==> src/rtl/paa_pkg.sv <==
package paa_pkg;

  // configuration register file
  localparam int CFG_INDEX_W = 1;
  localparam int CFG_DATA_W  = 13;
  localparam int LEN_REG_W   = 13;
  localparam int CNT_REG_W   = 7;

  localparam logic [LEN_REG_W-1:0] RESET_SERIES_LENGTH = 13'd256;
  localparam logic [CNT_REG_W-1:0] RESET_SEGMENT_COUNT = 7'd16;

  // result word
  localparam int OUT_INDEX_W = 6;

  // words of slack between accumulator and mean unit
  localparam int QUEUE_DEPTH = 2;

  typedef enum logic [CFG_INDEX_W-1:0] {
    REG_SERIES_LENGTH = 1'b0,
    REG_SEGMENT_COUNT = 1'b1
  } cfg_reg_t;

endpackage

==> src/rtl/paa_divu.sv <==
module paa_divu #(
  parameter int NW = 28,
  parameter int DW = 13
) (
  input  logic          clk,
  input  logic          rst,
  input  logic          start,
  input  logic [NW-1:0] dividend,
  input  logic [DW-1:0] divisor,
  output logic          busy,
  output logic          done,
  output logic [NW-1:0] quotient,
  output logic [DW-1:0] remainder
);

  localparam int CNT_W = $clog2(NW + 1);

  logic [NW-1:0]    quo;
  logic [DW-1:0]    rem;
  logic [DW-1:0]    dsr;
  logic [CNT_W-1:0] cnt;
  logic [DW:0]      shifted;
  logic [DW:0]      diff;

  // one quotient bit per cycle, restoring
  assign shifted = {rem, quo[NW-1]};
  assign diff    = shifted - {1'b0, dsr};

  always_ff @(posedge clk) begin
    if (rst) begin
      busy <= 1'b0;
      done <= 1'b0;
    end else begin
      done <= 1'b0;
      if (start) begin
        busy <= 1'b1;
      end else if (busy && cnt == CNT_W'(1)) begin
        busy <= 1'b0;
        done <= 1'b1;
      end
    end
  end

  always_ff @(posedge clk) begin
    if (start) begin
      quo <= dividend;
      rem <= '0;
      dsr <= divisor;
      cnt <= CNT_W'(NW);
    end else if (busy) begin
      cnt <= cnt - CNT_W'(1);
      if (!diff[DW]) begin
        rem <= diff[DW-1:0];
        quo <= {quo[NW-2:0], 1'b1};
      end else begin
        rem <= shifted[DW-1:0];
        quo <= {quo[NW-2:0], 1'b0};
      end
    end
  end

  assign quotient  = quo;
  assign remainder = rem;

endmodule

==> src/rtl/paa_front.sv <==
module paa_front
  import paa_pkg::*;
#(
  parameter int SAMPLE_WIDTH      = 16,
  parameter int MAX_SERIES_LENGTH = 4096,
  parameter int MAX_SEGMENTS      = 64,
  parameter int LEN_W             = 13,
  parameter int CNT_W             = 7,
  parameter int IDX_W             = 6,
  parameter int SUM_W             = 28,
  parameter int ENTRY_W           = 48
) (
  input  logic                    clk,
  input  logic                    rst,
  input  logic                    cfg_write,
  input  logic [CFG_INDEX_W-1:0]  cfg_index,
  input  logic [CFG_DATA_W-1:0]   cfg_data,
  input  logic                    push,
  output logic                    full,
  input  logic [SAMPLE_WIDTH-1:0] sample,
  output logic                    q_push,
  output logic [ENTRY_W-1:0]      q_data,
  input  logic                    q_full
);

  logic [LEN_REG_W-1:0] len_reg;
  logic [CNT_REG_W-1:0] cnt_reg;
  logic                 derive_start;

  logic [LEN_W-1:0]     eff_len;
  logic [CNT_W-1:0]     eff_cnt;
  logic [31:0]          cnt_wide;

  logic                 cdiv_busy;
  logic                 cdiv_done;
  logic [LEN_W-1:0]     cdiv_quo;
  logic [CNT_W-1:0]     cdiv_rem;

  logic [LEN_W-1:0]     base_len;
  logic [CNT_W-1:0]     long_cnt;
  logic [CNT_W-1:0]     seg_total;

  logic signed [SUM_W-1:0] run_sum;
  logic signed [SUM_W-1:0] run_sum_next;
  logic [LEN_W-1:0]     count;
  logic [LEN_W-1:0]     count_next;
  logic [IDX_W-1:0]     cur_seg;
  logic [LEN_W-1:0]     seg_len;
  logic                 accept;
  logic                 close;
  logic                 last;

  // clamp the registers to the lengths actually used
  always_comb begin
    if (len_reg == '0) begin
      eff_len = LEN_W'(1);
    end else if (32'(len_reg) > 32'(MAX_SERIES_LENGTH)) begin
      eff_len = LEN_W'(MAX_SERIES_LENGTH);
    end else begin
      eff_len = LEN_W'(len_reg);
    end
    cnt_wide = 32'(cnt_reg);
    if (cnt_wide == 32'd0) begin
      cnt_wide = 32'd1;
    end
    if (cnt_wide > 32'(MAX_SEGMENTS)) begin
      cnt_wide = 32'(MAX_SEGMENTS);
    end
    if (cnt_wide > 32'(eff_len)) begin
      cnt_wide = 32'(eff_len);
    end
    eff_cnt = CNT_W'(cnt_wide);
  end

  paa_divu #(
    .NW(LEN_W),
    .DW(CNT_W)
  ) u_cfg_div (
    .clk       (clk),
    .rst       (rst),
    .start     (derive_start),
    .dividend  (eff_len),
    .divisor   (eff_cnt),
    .busy      (cdiv_busy),
    .done      (cdiv_done),
    .quotient  (cdiv_quo),
    .remainder (cdiv_rem)
  );

  assign full   = derive_start || cdiv_busy || cdiv_done || q_full;
  assign accept = push && !full;

  assign seg_len      = base_len + LEN_W'(CNT_W'(cur_seg) < long_cnt);
  assign run_sum_next = run_sum +
                        {{(SUM_W-SAMPLE_WIDTH){sample[SAMPLE_WIDTH-1]}}, sample};
  assign count_next   = count + LEN_W'(1);
  assign close        = (count_next == seg_len);
  assign last         = ((CNT_W'(cur_seg) + CNT_W'(1)) == seg_total);

  assign q_push = accept && close;
  assign q_data = {run_sum_next, seg_len, cur_seg, last};

  always_ff @(posedge clk) begin
    if (rst) begin
      len_reg      <= RESET_SERIES_LENGTH;
      cnt_reg      <= RESET_SEGMENT_COUNT;
      derive_start <= 1'b1;
      run_sum      <= '0;
      count        <= '0;
      cur_seg      <= '0;
    end else begin
      derive_start <= cfg_write;
      if (cfg_write) begin
        unique case (cfg_reg_t'(cfg_index))
          REG_SERIES_LENGTH: len_reg <= cfg_data[LEN_REG_W-1:0];
          REG_SEGMENT_COUNT: cnt_reg <= cfg_data[CNT_REG_W-1:0];
          default: ;
        endcase
        run_sum <= '0;
        count   <= '0;
        cur_seg <= '0;
      end else if (accept) begin
        if (close) begin
          run_sum <= '0;
          count   <= '0;
          cur_seg <= last ? '0 : cur_seg + IDX_W'(1);
        end else begin
          run_sum <= run_sum_next;
          count   <= count_next;
        end
      end
    end
  end

  always_ff @(posedge clk) begin
    if (cdiv_done) begin
      base_len  <= cdiv_quo;
      long_cnt  <= cdiv_rem;
      seg_total <= eff_cnt;
    end
  end

endmodule

==> src/rtl/paa_queue.sv <==
module paa_queue #(
  parameter int WIDTH = 48,
  parameter int DEPTH = 2
) (
  input  logic             clk,
  input  logic             rst,
  input  logic             push,
  input  logic [WIDTH-1:0] push_data,
  output logic             full,
  input  logic             pop,
  output logic [WIDTH-1:0] pop_data,
  output logic             empty
);

  localparam int PTR_W = (DEPTH > 1) ? $clog2(DEPTH) : 1;
  localparam int FILL_W = $clog2(DEPTH + 1);

  logic [WIDTH-1:0]  slots [DEPTH];
  logic [PTR_W-1:0]  head;
  logic [PTR_W-1:0]  tail;
  logic [FILL_W-1:0] fill;
  logic              do_push;
  logic              do_pop;

  assign full     = (fill == FILL_W'(DEPTH));
  assign empty    = (fill == '0);
  assign do_push  = push && !full;
  assign do_pop   = pop && !empty;
  assign pop_data = slots[head];

  always_ff @(posedge clk) begin
    if (rst) begin
      head <= '0;
      tail <= '0;
      fill <= '0;
    end else begin
      if (do_push) begin
        tail <= (tail == PTR_W'(DEPTH - 1)) ? '0 : tail + PTR_W'(1);
      end
      if (do_pop) begin
        head <= (head == PTR_W'(DEPTH - 1)) ? '0 : head + PTR_W'(1);
      end
      if (do_push && !do_pop) begin
        fill <= fill + FILL_W'(1);
      end else if (do_pop && !do_push) begin
        fill <= fill - FILL_W'(1);
      end
    end
  end

  always_ff @(posedge clk) begin
    if (do_push) begin
      slots[tail] <= push_data;
    end
  end

endmodule

==> src/rtl/paa_back.sv <==
module paa_back
  import paa_pkg::*;
#(
  parameter int SAMPLE_WIDTH = 16,
  parameter int LEN_W        = 13,
  parameter int IDX_W        = 6,
  parameter int SUM_W        = 28,
  parameter int ENTRY_W      = 48
) (
  input  logic                    clk,
  input  logic                    rst,
  input  logic [ENTRY_W-1:0]      q_data,
  input  logic                    q_empty,
  output logic                    q_pop,
  output logic                    empty,
  input  logic                    pop,
  output logic [SAMPLE_WIDTH-1:0] segment_mean,
  output logic [OUT_INDEX_W-1:0]  segment_index,
  output logic                    series_end
);

  typedef enum logic [1:0] {
    S_IDLE,
    S_DIV,
    S_WAIT
  } state_t;

  state_t            state;
  logic              out_valid;
  logic              neg;
  logic [IDX_W-1:0]  idx;
  logic              last;

  logic [SUM_W-1:0]  e_sum;
  logic [LEN_W-1:0]  e_len;
  logic [IDX_W-1:0]  e_idx;
  logic              e_last;
  logic [SUM_W-1:0]  mag;

  logic              div_done;
  logic [SUM_W-1:0]  div_quo;
  logic [SUM_W-1:0]  mean_full;
  logic              load;

  assign {e_sum, e_len, e_idx, e_last} = q_data;

  // divide magnitudes so the quotient truncates toward zero
  assign mag   = e_sum[SUM_W-1] ? (~e_sum + SUM_W'(1)) : e_sum;
  assign q_pop = (state == S_IDLE) && !q_empty;

  paa_divu #(
    .NW(SUM_W),
    .DW(LEN_W)
  ) u_mean_div (
    .clk       (clk),
    .rst       (rst),
    .start     (q_pop),
    .dividend  (mag),
    .divisor   (e_len),
    .busy      (),
    .done      (div_done),
    .quotient  (div_quo),
    .remainder ()
  );

  assign mean_full = neg ? (~div_quo + SUM_W'(1)) : div_quo;
  assign load      = (state == S_WAIT) && (!out_valid || pop);
  assign empty     = !out_valid;

  always_ff @(posedge clk) begin
    if (rst) begin
      state     <= S_IDLE;
      out_valid <= 1'b0;
    end else begin
      if (load) begin
        out_valid <= 1'b1;
      end else if (pop && out_valid) begin
        out_valid <= 1'b0;
      end
      unique case (state)
        S_IDLE: begin
          if (q_pop) begin
            neg   <= e_sum[SUM_W-1];
            idx   <= e_idx;
            last  <= e_last;
            state <= S_DIV;
          end
        end
        S_DIV: begin
          if (div_done) begin
            state <= S_WAIT;
          end
        end
        S_WAIT: begin
          if (load) begin
            segment_mean  <= mean_full[SAMPLE_WIDTH-1:0];
            segment_index <= OUT_INDEX_W'(32'(idx));
            series_end    <= last;
            state         <= S_IDLE;
          end
        end
        default: state <= S_IDLE;
      endcase
    end
  end

endmodule

==> src/rtl/piecewise_aggregate_approximation_unit.sv <==
// piecewise aggregate approximation of a stream of signed q8.8 samples. back-to-back
// series of the configured length are cut into the configured number of segments (count
// clamped to 1..MAX_SEGMENTS and to the series length, length clamped to
// 1..MAX_SERIES_LENGTH); the first (length mod count) segments are one sample longer.
// each closed segment yields one word: its mean truncated toward zero, its index in
// the series and a flag on the last segment. the accumulator takes one sample per
// cycle while full is low; each segment mean goes through a shift-subtract divider in
// the back end (SUM_W = SAMPLE_WIDTH + log2 of MAX_SERIES_LENGTH), which takes one
// segment at a time and accepts the next only once the last mean is registered; a
// two-word queue absorbs short bursts. after reset and after each configuration
// write full stays high while the segment lengths are derived by a second divider,
// and the running segment restarts at the first sample of a series.
module piecewise_aggregate_approximation_unit
  import paa_pkg::*;
#(
  parameter int SAMPLE_WIDTH      = 16,
  parameter int MAX_SERIES_LENGTH = 4096,
  parameter int MAX_SEGMENTS      = 64
) (
  input  logic                    clk,
  input  logic                    rst,
  // configuration registers
  input  logic                    cfg_write,
  input  logic [CFG_INDEX_W-1:0]  cfg_index,
  input  logic [CFG_DATA_W-1:0]   cfg_data,
  // sample words in
  input  logic                    push,
  output logic                    full,
  input  logic [SAMPLE_WIDTH-1:0] sample,
  // segment words out
  output logic                    empty,
  input  logic                    pop,
  output logic [SAMPLE_WIDTH-1:0] segment_mean,
  output logic [OUT_INDEX_W-1:0]  segment_index,
  output logic                    series_end
);

  // sample counts and segment lengths
  localparam int LEN_W   = $clog2(MAX_SERIES_LENGTH + 1);
  // effective segment count
  localparam int CNT_W   = $clog2(MAX_SEGMENTS + 1);
  // segment position within a series
  localparam int IDX_W   = $clog2(MAX_SEGMENTS);
  // segment sum, never overflows for the longest segment
  localparam int SUM_W   = SAMPLE_WIDTH + $clog2(MAX_SERIES_LENGTH);
  // queued word: sum, length, index, last flag
  localparam int ENTRY_W = SUM_W + LEN_W + IDX_W + 1;

  logic               q_push;
  logic [ENTRY_W-1:0] q_wdata;
  logic               q_full;
  logic               q_pop;
  logic [ENTRY_W-1:0] q_rdata;
  logic               q_empty;

  // accumulator and segment boundary logic
  paa_front #(
    .SAMPLE_WIDTH      (SAMPLE_WIDTH),
    .MAX_SERIES_LENGTH (MAX_SERIES_LENGTH),
    .MAX_SEGMENTS      (MAX_SEGMENTS),
    .LEN_W             (LEN_W),
    .CNT_W             (CNT_W),
    .IDX_W             (IDX_W),
    .SUM_W             (SUM_W),
    .ENTRY_W           (ENTRY_W)
  ) u_front (
    .clk       (clk),
    .rst       (rst),
    .cfg_write (cfg_write),
    .cfg_index (cfg_index),
    .cfg_data  (cfg_data),
    .push      (push),
    .full      (full),
    .sample    (sample),
    .q_push    (q_push),
    .q_data    (q_wdata),
    .q_full    (q_full)
  );

  // closed segments waiting for the divider
  paa_queue #(
    .WIDTH (ENTRY_W),
    .DEPTH (QUEUE_DEPTH)
  ) u_queue (
    .clk       (clk),
    .rst       (rst),
    .push      (q_push),
    .push_data (q_wdata),
    .full      (q_full),
    .pop       (q_pop),
    .pop_data  (q_rdata),
    .empty     (q_empty)
  );

  // mean divider and output register
  paa_back #(
    .SAMPLE_WIDTH (SAMPLE_WIDTH),
    .LEN_W        (LEN_W),
    .IDX_W        (IDX_W),
    .SUM_W        (SUM_W),
    .ENTRY_W      (ENTRY_W)
  ) u_back (
    .clk           (clk),
    .rst           (rst),
    .q_data        (q_rdata),
    .q_empty       (q_empty),
    .q_pop         (q_pop),
    .empty         (empty),
    .pop           (pop),
    .segment_mean  (segment_mean),
    .segment_index (segment_index),
    .series_end    (series_end)
  );

endmodule

==> config.mk <==
export PLATFORM = sky130hd
export DESIGN_NAME = piecewise_aggregate_approximation_unit
export DESIGN_NICKNAME = d
export VERILOG_FILES = /design/src/rtl/paa_pkg.sv /design/src/rtl/paa_divu.sv /design/src/rtl/paa_front.sv /design/src/rtl/paa_queue.sv /design/src/rtl/paa_back.sv /design/src/rtl/piecewise_aggregate_approximation_unit.sv
export SDC_FILE = /design/constraint.sdc
export NUM_CORES = 1
export LEC_CHECK = 0
export ABC_AREA = 1
export ABC_CLOCK_PERIOD_IN_PS = 9300
export BUFFER_PORTS_ARGS = -buffer_cell sky130_fd_sc_hd__buf_2
export CAP_MARGIN = 20
export CORE_AREA = 5 5 183 185
export CTS_BUF_LIST = sky130_fd_sc_hd__clkbuf_16
export CTS_CLUSTER_SIZE = 20
export DETAILED_ROUTE_END_ITERATION = 10
export DIE_AREA = 0 0 188 190
export GPL_TIMING_DRIVEN = 0
export PLACE_DENSITY = 0.79
export SETUP_SLACK_MARGIN = 0.3
export SLEW_MARGIN = 20
export SYNTH_ARGS = -nofsm -noshare
export SYNTH_HDL_FRONTEND = slang
export SYNTH_SLANG_ARGS = --single-unit
==> constraint.sdc <==
create_clock -name clk -period 9.3 [get_ports clk]
set_input_delay 0.465 -clock clk [delete_from_list [all_inputs] [get_ports clk]]
set_output_delay 0.465 -clock clk [all_outputs]
set_load 0.05 [all_outputs]
* Yosys cells after proc, flatten, opt, wreduce, memory -nomap -nowiden
Memory sizes are Yosys's and may differ from the RTL's. A register that Yosys moved wholly into a read port is not among the register bits. Cells that the tools add are included. W data, S select, Z words.
Word-level totals: memories 1, RAM bits 96, bits in registers 227
Operators by class: magnitude comparators 4, equal/unequal tests 10, add/sub/neg operators 15, reduce and logical (&&, ||, !) cells 40, multiplexer cells 38, bitwise operators 4
Memory list:
- u_queue.slots | words 2, width 48, rd ports 1, clocked after Yosys merged registers in 1, write ports 1, RTL line paa_queue.sv:18 | logic [WIDTH-1:0] slots [DEPTH];
Operator list (count):
- $mux W28 | 4
- $mux W13 | 6
- $add A28 B1 Y28 const B | 1
- $add A28 B28 Y28 | 1
- $mux W7 | 4
- $not A28 Y28 | 1
- $add A16 B1 Y16 const B | 1
- $mux W1 | 16
- $mux W16 | 1
- $not A16 Y16 | 1
- $sub A14 B13 Y14 | 1
- $add A13 B1 Y13 | 1
- $add A13 B1 Y13 const B | 1
- $eq A13 B13 Y1 | 1
- $gt A13 B13 Y1 const B | 1
- $gt A7 B13 Y1 | 1
- $logic_not A13 Y1 | 1
- $reduce_bool A2 Y1 | 6
- $logic_and A1 B1 Y1 | 11
- $mux W2 | 5
- $reduce_and A3 Y1 | 3
- $sub A8 B7 Y8 | 1
- $add A6 B1 Y7 const B | 1
- $eq A7 B7 Y1 | 1
- other kinds (23) | 40

* Logic depth before layout (Yosys ltp)
depth after elaboration 11, mapped depth 28, gate-level depth less buffers 28

* By module
From an unflattened synthesis, not the netlist that was laid out.
Unflattened totals: cell total of the unflattened synthesis 2175, area total of the unflattened synthesis 18570.3 sq um
Modules (own cells, without submodules):
- paa_front | area each 7203.2 sq um, times used 1, seq. area each 2172.1 sq um, cells each 1030
- paa_queue | area each 3788.6 sq um, times used 1, seq. area each 2982.9 sq um, cells each 186
- paa_divu (u_back.u_mean_div) | area each 3503.4 sq um, times used 1, seq. area each 1631.6 sq um, cells each 447
- paa_back | area each 2283.4 sq um, times used 1, seq. area each 991.0 sq um, cells each 298
- paa_divu (u_front.u_cfg_div) | area each 1791.7 sq um, times used 1, seq. area each 860.8 sq um, cells each 214

* Worst setup path before layout
Ideal clock, no wire load.
path type reg-to-reg, from register u_front.cur_seg[2], to memory u_queue.slots[0][0] (enable), slack 4.136 ns, cell stages (with the launch flop) 20, arrival 4.710 ns, setup time 0.454 ns, cell sequence dfxtp_1 > ha_1 > a21oi_1 > nand2_1 > a21oi_1 > nor2_1 > o21a_1 > o21bai_1 > ha_1 > ha_1 > nand2_1 > nor2_1 > nand2_1 > nand2_1 > nand2_1 > xnor2_1 > nand3_1 > nor2_4 > nand3_4 > nor2_1
On the way: word-level cells in the longest chain between the ends 7
Ends and longest elaborated chain:
- start: declaration | RTL line paa_front.sv:47 | logic [IDX_W-1:0] cur_seg;
- start signal: assignment | RTL line paa_front.sv:126 | cur_seg <= last ? '0 : cur_seg + IDX_W'(1);
- $lt A6 B7 Y1 | RTL line paa_front.sv:93 | assign seg_len = base_len + LEN_W'(CNT_W'(cur_seg) < long_cnt);
- $add A13 B1 Y13 | RTL line paa_front.sv:93
- $eq A13 B13 Y1 | RTL line paa_front.sv:97 | assign close = (count_next == seg_len);
- $logic_and A1 B1 Y1 | RTL line paa_front.sv:100 | assign q_push = accept && close;
- $logic_and A1 B1 Y1 | RTL line paa_queue.sv:27 | assign do_push = push && !full;
- $mux W1 | RTL line paa_queue.sv:52 | if (do_push) begin
- $mux W1 (not written as such) | RTL line paa_queue.sv:53 | slots[tail] <= push_data;
- end: declaration | RTL line paa_queue.sv:18
No other way between the ends.

* Worst setup path after layout
from register u_front.cur_seg[2], to memory u_queue.slots[0][24] (enable)
On the way: word-level cells in the longest chain between the ends 7
Ends and longest elaborated chain:
- $lt A6 B7 Y1 | RTL line paa_front.sv:93
- $add A13 B1 Y13 | RTL line paa_front.sv:93
- named net q_wdata[17] | RTL line piecewise_aggregate_approximation_unit.sv:50 | logic [ENTRY_W-1:0] q_wdata;
- $eq A13 B13 Y1 | RTL line paa_front.sv:97
- $logic_and A1 B1 Y1 | RTL line paa_front.sv:100
- $logic_and A1 B1 Y1 | RTL line paa_queue.sv:27
- $mux W1 | RTL line paa_queue.sv:52
- $mux W1 (not written as such) | RTL line paa_queue.sv:53
The timed path passes the listed nets, and every way through them passes these cells.

==> results_dict.tcl <==
set metrics [dict create \
    outcome "finished, violations left" \
    violations "design-rule violations" \
    synth_cell_types 44 \
    timing.fmax_mhz 228 \
    ys_top_cells_by_area "edfxtp_1 (37%), nand2_1 (14%), dfxtp_1 (13%)" \
    fin_crit_ps 4390 \
    post-dp-hpwl_mm 29.8 \
    setup_viol 0 \
    grt-ovfl-total 0 \
    p_clk_share_pct 32.0 \
    critPathTopFamily "simple AND/OR/NAND/NOR gates" \
    cts_buffers 35 \
    cp-start-kind "flip-flop" \
    synthArstFlopShare_pct 0 \
    synth-main-ff-cell "edfxtp_1" \
    power_switching_w 0.00137 \
    path_buf_inv 2 \
    rsz0062_at_grt "no" \
    insertion_delay_ps 520 \
    nNetsFinal 2276 \
    pwr-share-comb_pct 24.1 \
    cts_resized 0 \
    diodes 0 \
    antenna_found_initial 0 \
    fin_crit_sh_pct 47.2 \
    grt_pass1_wl_mm 64.3 \
    drive_above_1_share_pct 8.20 \
    r2r_cells 21 \
    drt_iter0_drc 1312 \
    fin_ws_ps 4910 \
    worst_ep_required_time_ps 9520 \
    largest_reg_flops 96 \
    worst_pin_slew_ps 907 \
    synth_seq_cells 324 \
    fp-row-count 66 \
    dieArea_sq_um 35700 \
    post-cts-setup-buffers 0 \
    syn_area_sq_um 17200 \
    clk_pin_slew_worst_paths_ps 60 \
    hp-class "in -> reg" \
    io_pins 60 \
    htreeDepth 2 \
    hold_depth 3 \
    grt_max_degree 36 \
    seq_area_frac_synth_pct 50.2 \
    fin_setup_tns_ps 0 \
    grt_pass1_vias 13500 \
    wl_per_cell_um 15.1 \
    area_growth_pct 12.0 \
    skew_ps 19.2 \
    avgSynthCellArea_sq_um 8.34 \
    crit_slowest_cell "dfxtp_1" \
    leakagePower_nw 8.38 \
    crit_chain "ha_1, a21oi_1, nand2_1, a21oi_1, nor2_1, o21a_1, o21bai_1, ha_1, ha_1, nand3_1, nor2_1, nand3_1, nand2_1, nand2_1, nand2_1, nand3_1, nor2_4, nand3_4, nor2_4, buf_16, buf_16" \
    preCtsSetupSlack_ps 4850 \
    start_util_pct 54.0 \
    numPortBuffers 58 \
    grt_util_all_layers_pct 21.6 \
    total_power_w 0.00430 \
    hold_viol 0 \
    drc_errors 1 \
    internal-power_w 0.00293 \
    cp.arrival_ps 4620 \
    vias 14000 \
    swShare_pct 31.8 \
    viasPerCell 5.40 \
    vdd_drop_max_mv 0.135 \
    cp_slowest_stage_delay_ps 480 \
    ctsHoldBuffers 0 \
    slew-limit-headroom_pct 39.1 \
    die_y_um 190 \
    whs_ps 190 \
    cp_common_cell "nand2_1" \
    crit_path_max_fanout 20 \
    gp_congestion 0.927 \
    regMostFlops "u_queue.slots" \
    fin_util_pct 60.5 \
    clk_path_buf_depth 3 \
    seqPwrFrac_pct 43.9 \
    max_cap_viol_count 0 \
    fillers 2725 \
    ant_nets 0 \
    first_pass_iters 11 \
    die_w_um 188 \
    slew_violations 0 \
    netlist.area_leader.share_pct 37.5 \
    design.core.area_sq_um 31900 \
    synth-warning-count 0 \
    power_per_cell_area_nw_per_um2 223 \
    cp.depth 21 \
    root_buffer "clkbuf_16" \
    end_kind "flip-flop" \
    worstSetupPathType "reg -> reg" \
    cts_tree "done" \
    synth_area_leader_cell "edfxtp_1" \
    syn_nets 2174 \
    synth_enable_flop_cells 215 \
    syn-instance-count 2065 \
    finalWirelength_mm 39.3 \
    cts_sinks 324 \
]
through the flow:
step           cell area (sq um)  instances
5_1_grt                    19300       2602
2_1_floorplan              17200       2065
6_report                   19300       2602
3_5_place_dp               18100       2538
3_3_place_gp               18000       2531
4_1_cts                    19300       2602
per-layer routing:
metal	wire length, um	global-route usage (%)
met1	18100	29.8
met2	17700	35.4
met3	2370	3.27
met4	1080	6.72
met5	0	0
path summary, 6_finish.rpt:
path                      start                       to  slack [ps]
min                cfg_data[11]      u_front.len_reg[11]         190
max          u_front.cur_seg[2]     u_queue.slots[0][24]        4910
min reg2reg       u_back.idx[5]  u_back.segment_index[5]         420
max reg2reg  u_front.cur_seg[2]     u_queue.slots[0][24]        4910
power groups by stage:
stage	Sequential, W	Clock, W	Combinational, W
global route	0.00191	0.00145	0.00117
detailed placement	0.00192	0	0.00102
floorplan	0.00188	0	0.000764
finish	0.00189	0.00137	0.00104
CTS	0.00189	0.00140	0.00103
global placement	0.00191	0	0.000972
cell usage in the layout, fill, tap and decap left out, types with 71 or more instances in the layout:
master    instances
buf_2            72
dfxtp_1         108
nor2_1          156
a21oi_1         109
edfxtp_1        215
inv_1           242
nand2_1         623
ha_1             71
nand3_1         134
o21ai_0         122
logic make-up (layout without fill, tap and decap cells):
| group | count (synthesis) | count (layout) | share of synthesized area, % |
|---|---|---|---|
| muxes | 2 | 2 | 0.116 |
| xor gates and xnor gates | 74 | 74 | 3.76 |
| AOI/OAI and AO/OA | 278 | 278 | 8.59 |
| buffers and inverters | 291 | 420 | 6.63 |
| adders and majority gates | 74 | 74 | 5.51 |
| DFF | 324 | 324 | 50.2 |
| and+or+nand+nor | 1022 | 1022 | 25.2 |
layout make-up:
class / count / area (sq um) / area share (%)
clock inverters: 27 / 223 / 1.15
well taps: 408 / 510 / 2.65
inverters: 241 / 905 / 4.69
plain buffers: 50 / 236 / 1.23
multi-input cells: 1450 / 7450 / 38.6
flip-flops and latches: 324 / 8640 / 44.8
clock buffers: 37 / 926 / 4.80
repair buffers: 65 / 398 / 2.06
cell usage after synthesis, types with 9 or more instances:
cell type	instances
buf_2	12
o21ai_0	122
dfxtp_1	109
clkbuf_1	31
nor3_1	17
nand4_1	30
nor2_1	157
nand2_1	623
edfxtp_1	215
a21oi_1	109
xnor2_1	26
o21ai_1	11
or2_2	12
inv_1	237
nand3_1	134
nand3b_1	13
o211ai_1	10
ha_1	71
xor2_1	48
o21bai_1	9
tightest hold or removal path, stage by stage:
cell    delay [ps]
buf_2           80
nor2_1          40
nor2_1          80
No activity file was read; power rests on OpenSTA's default activity.
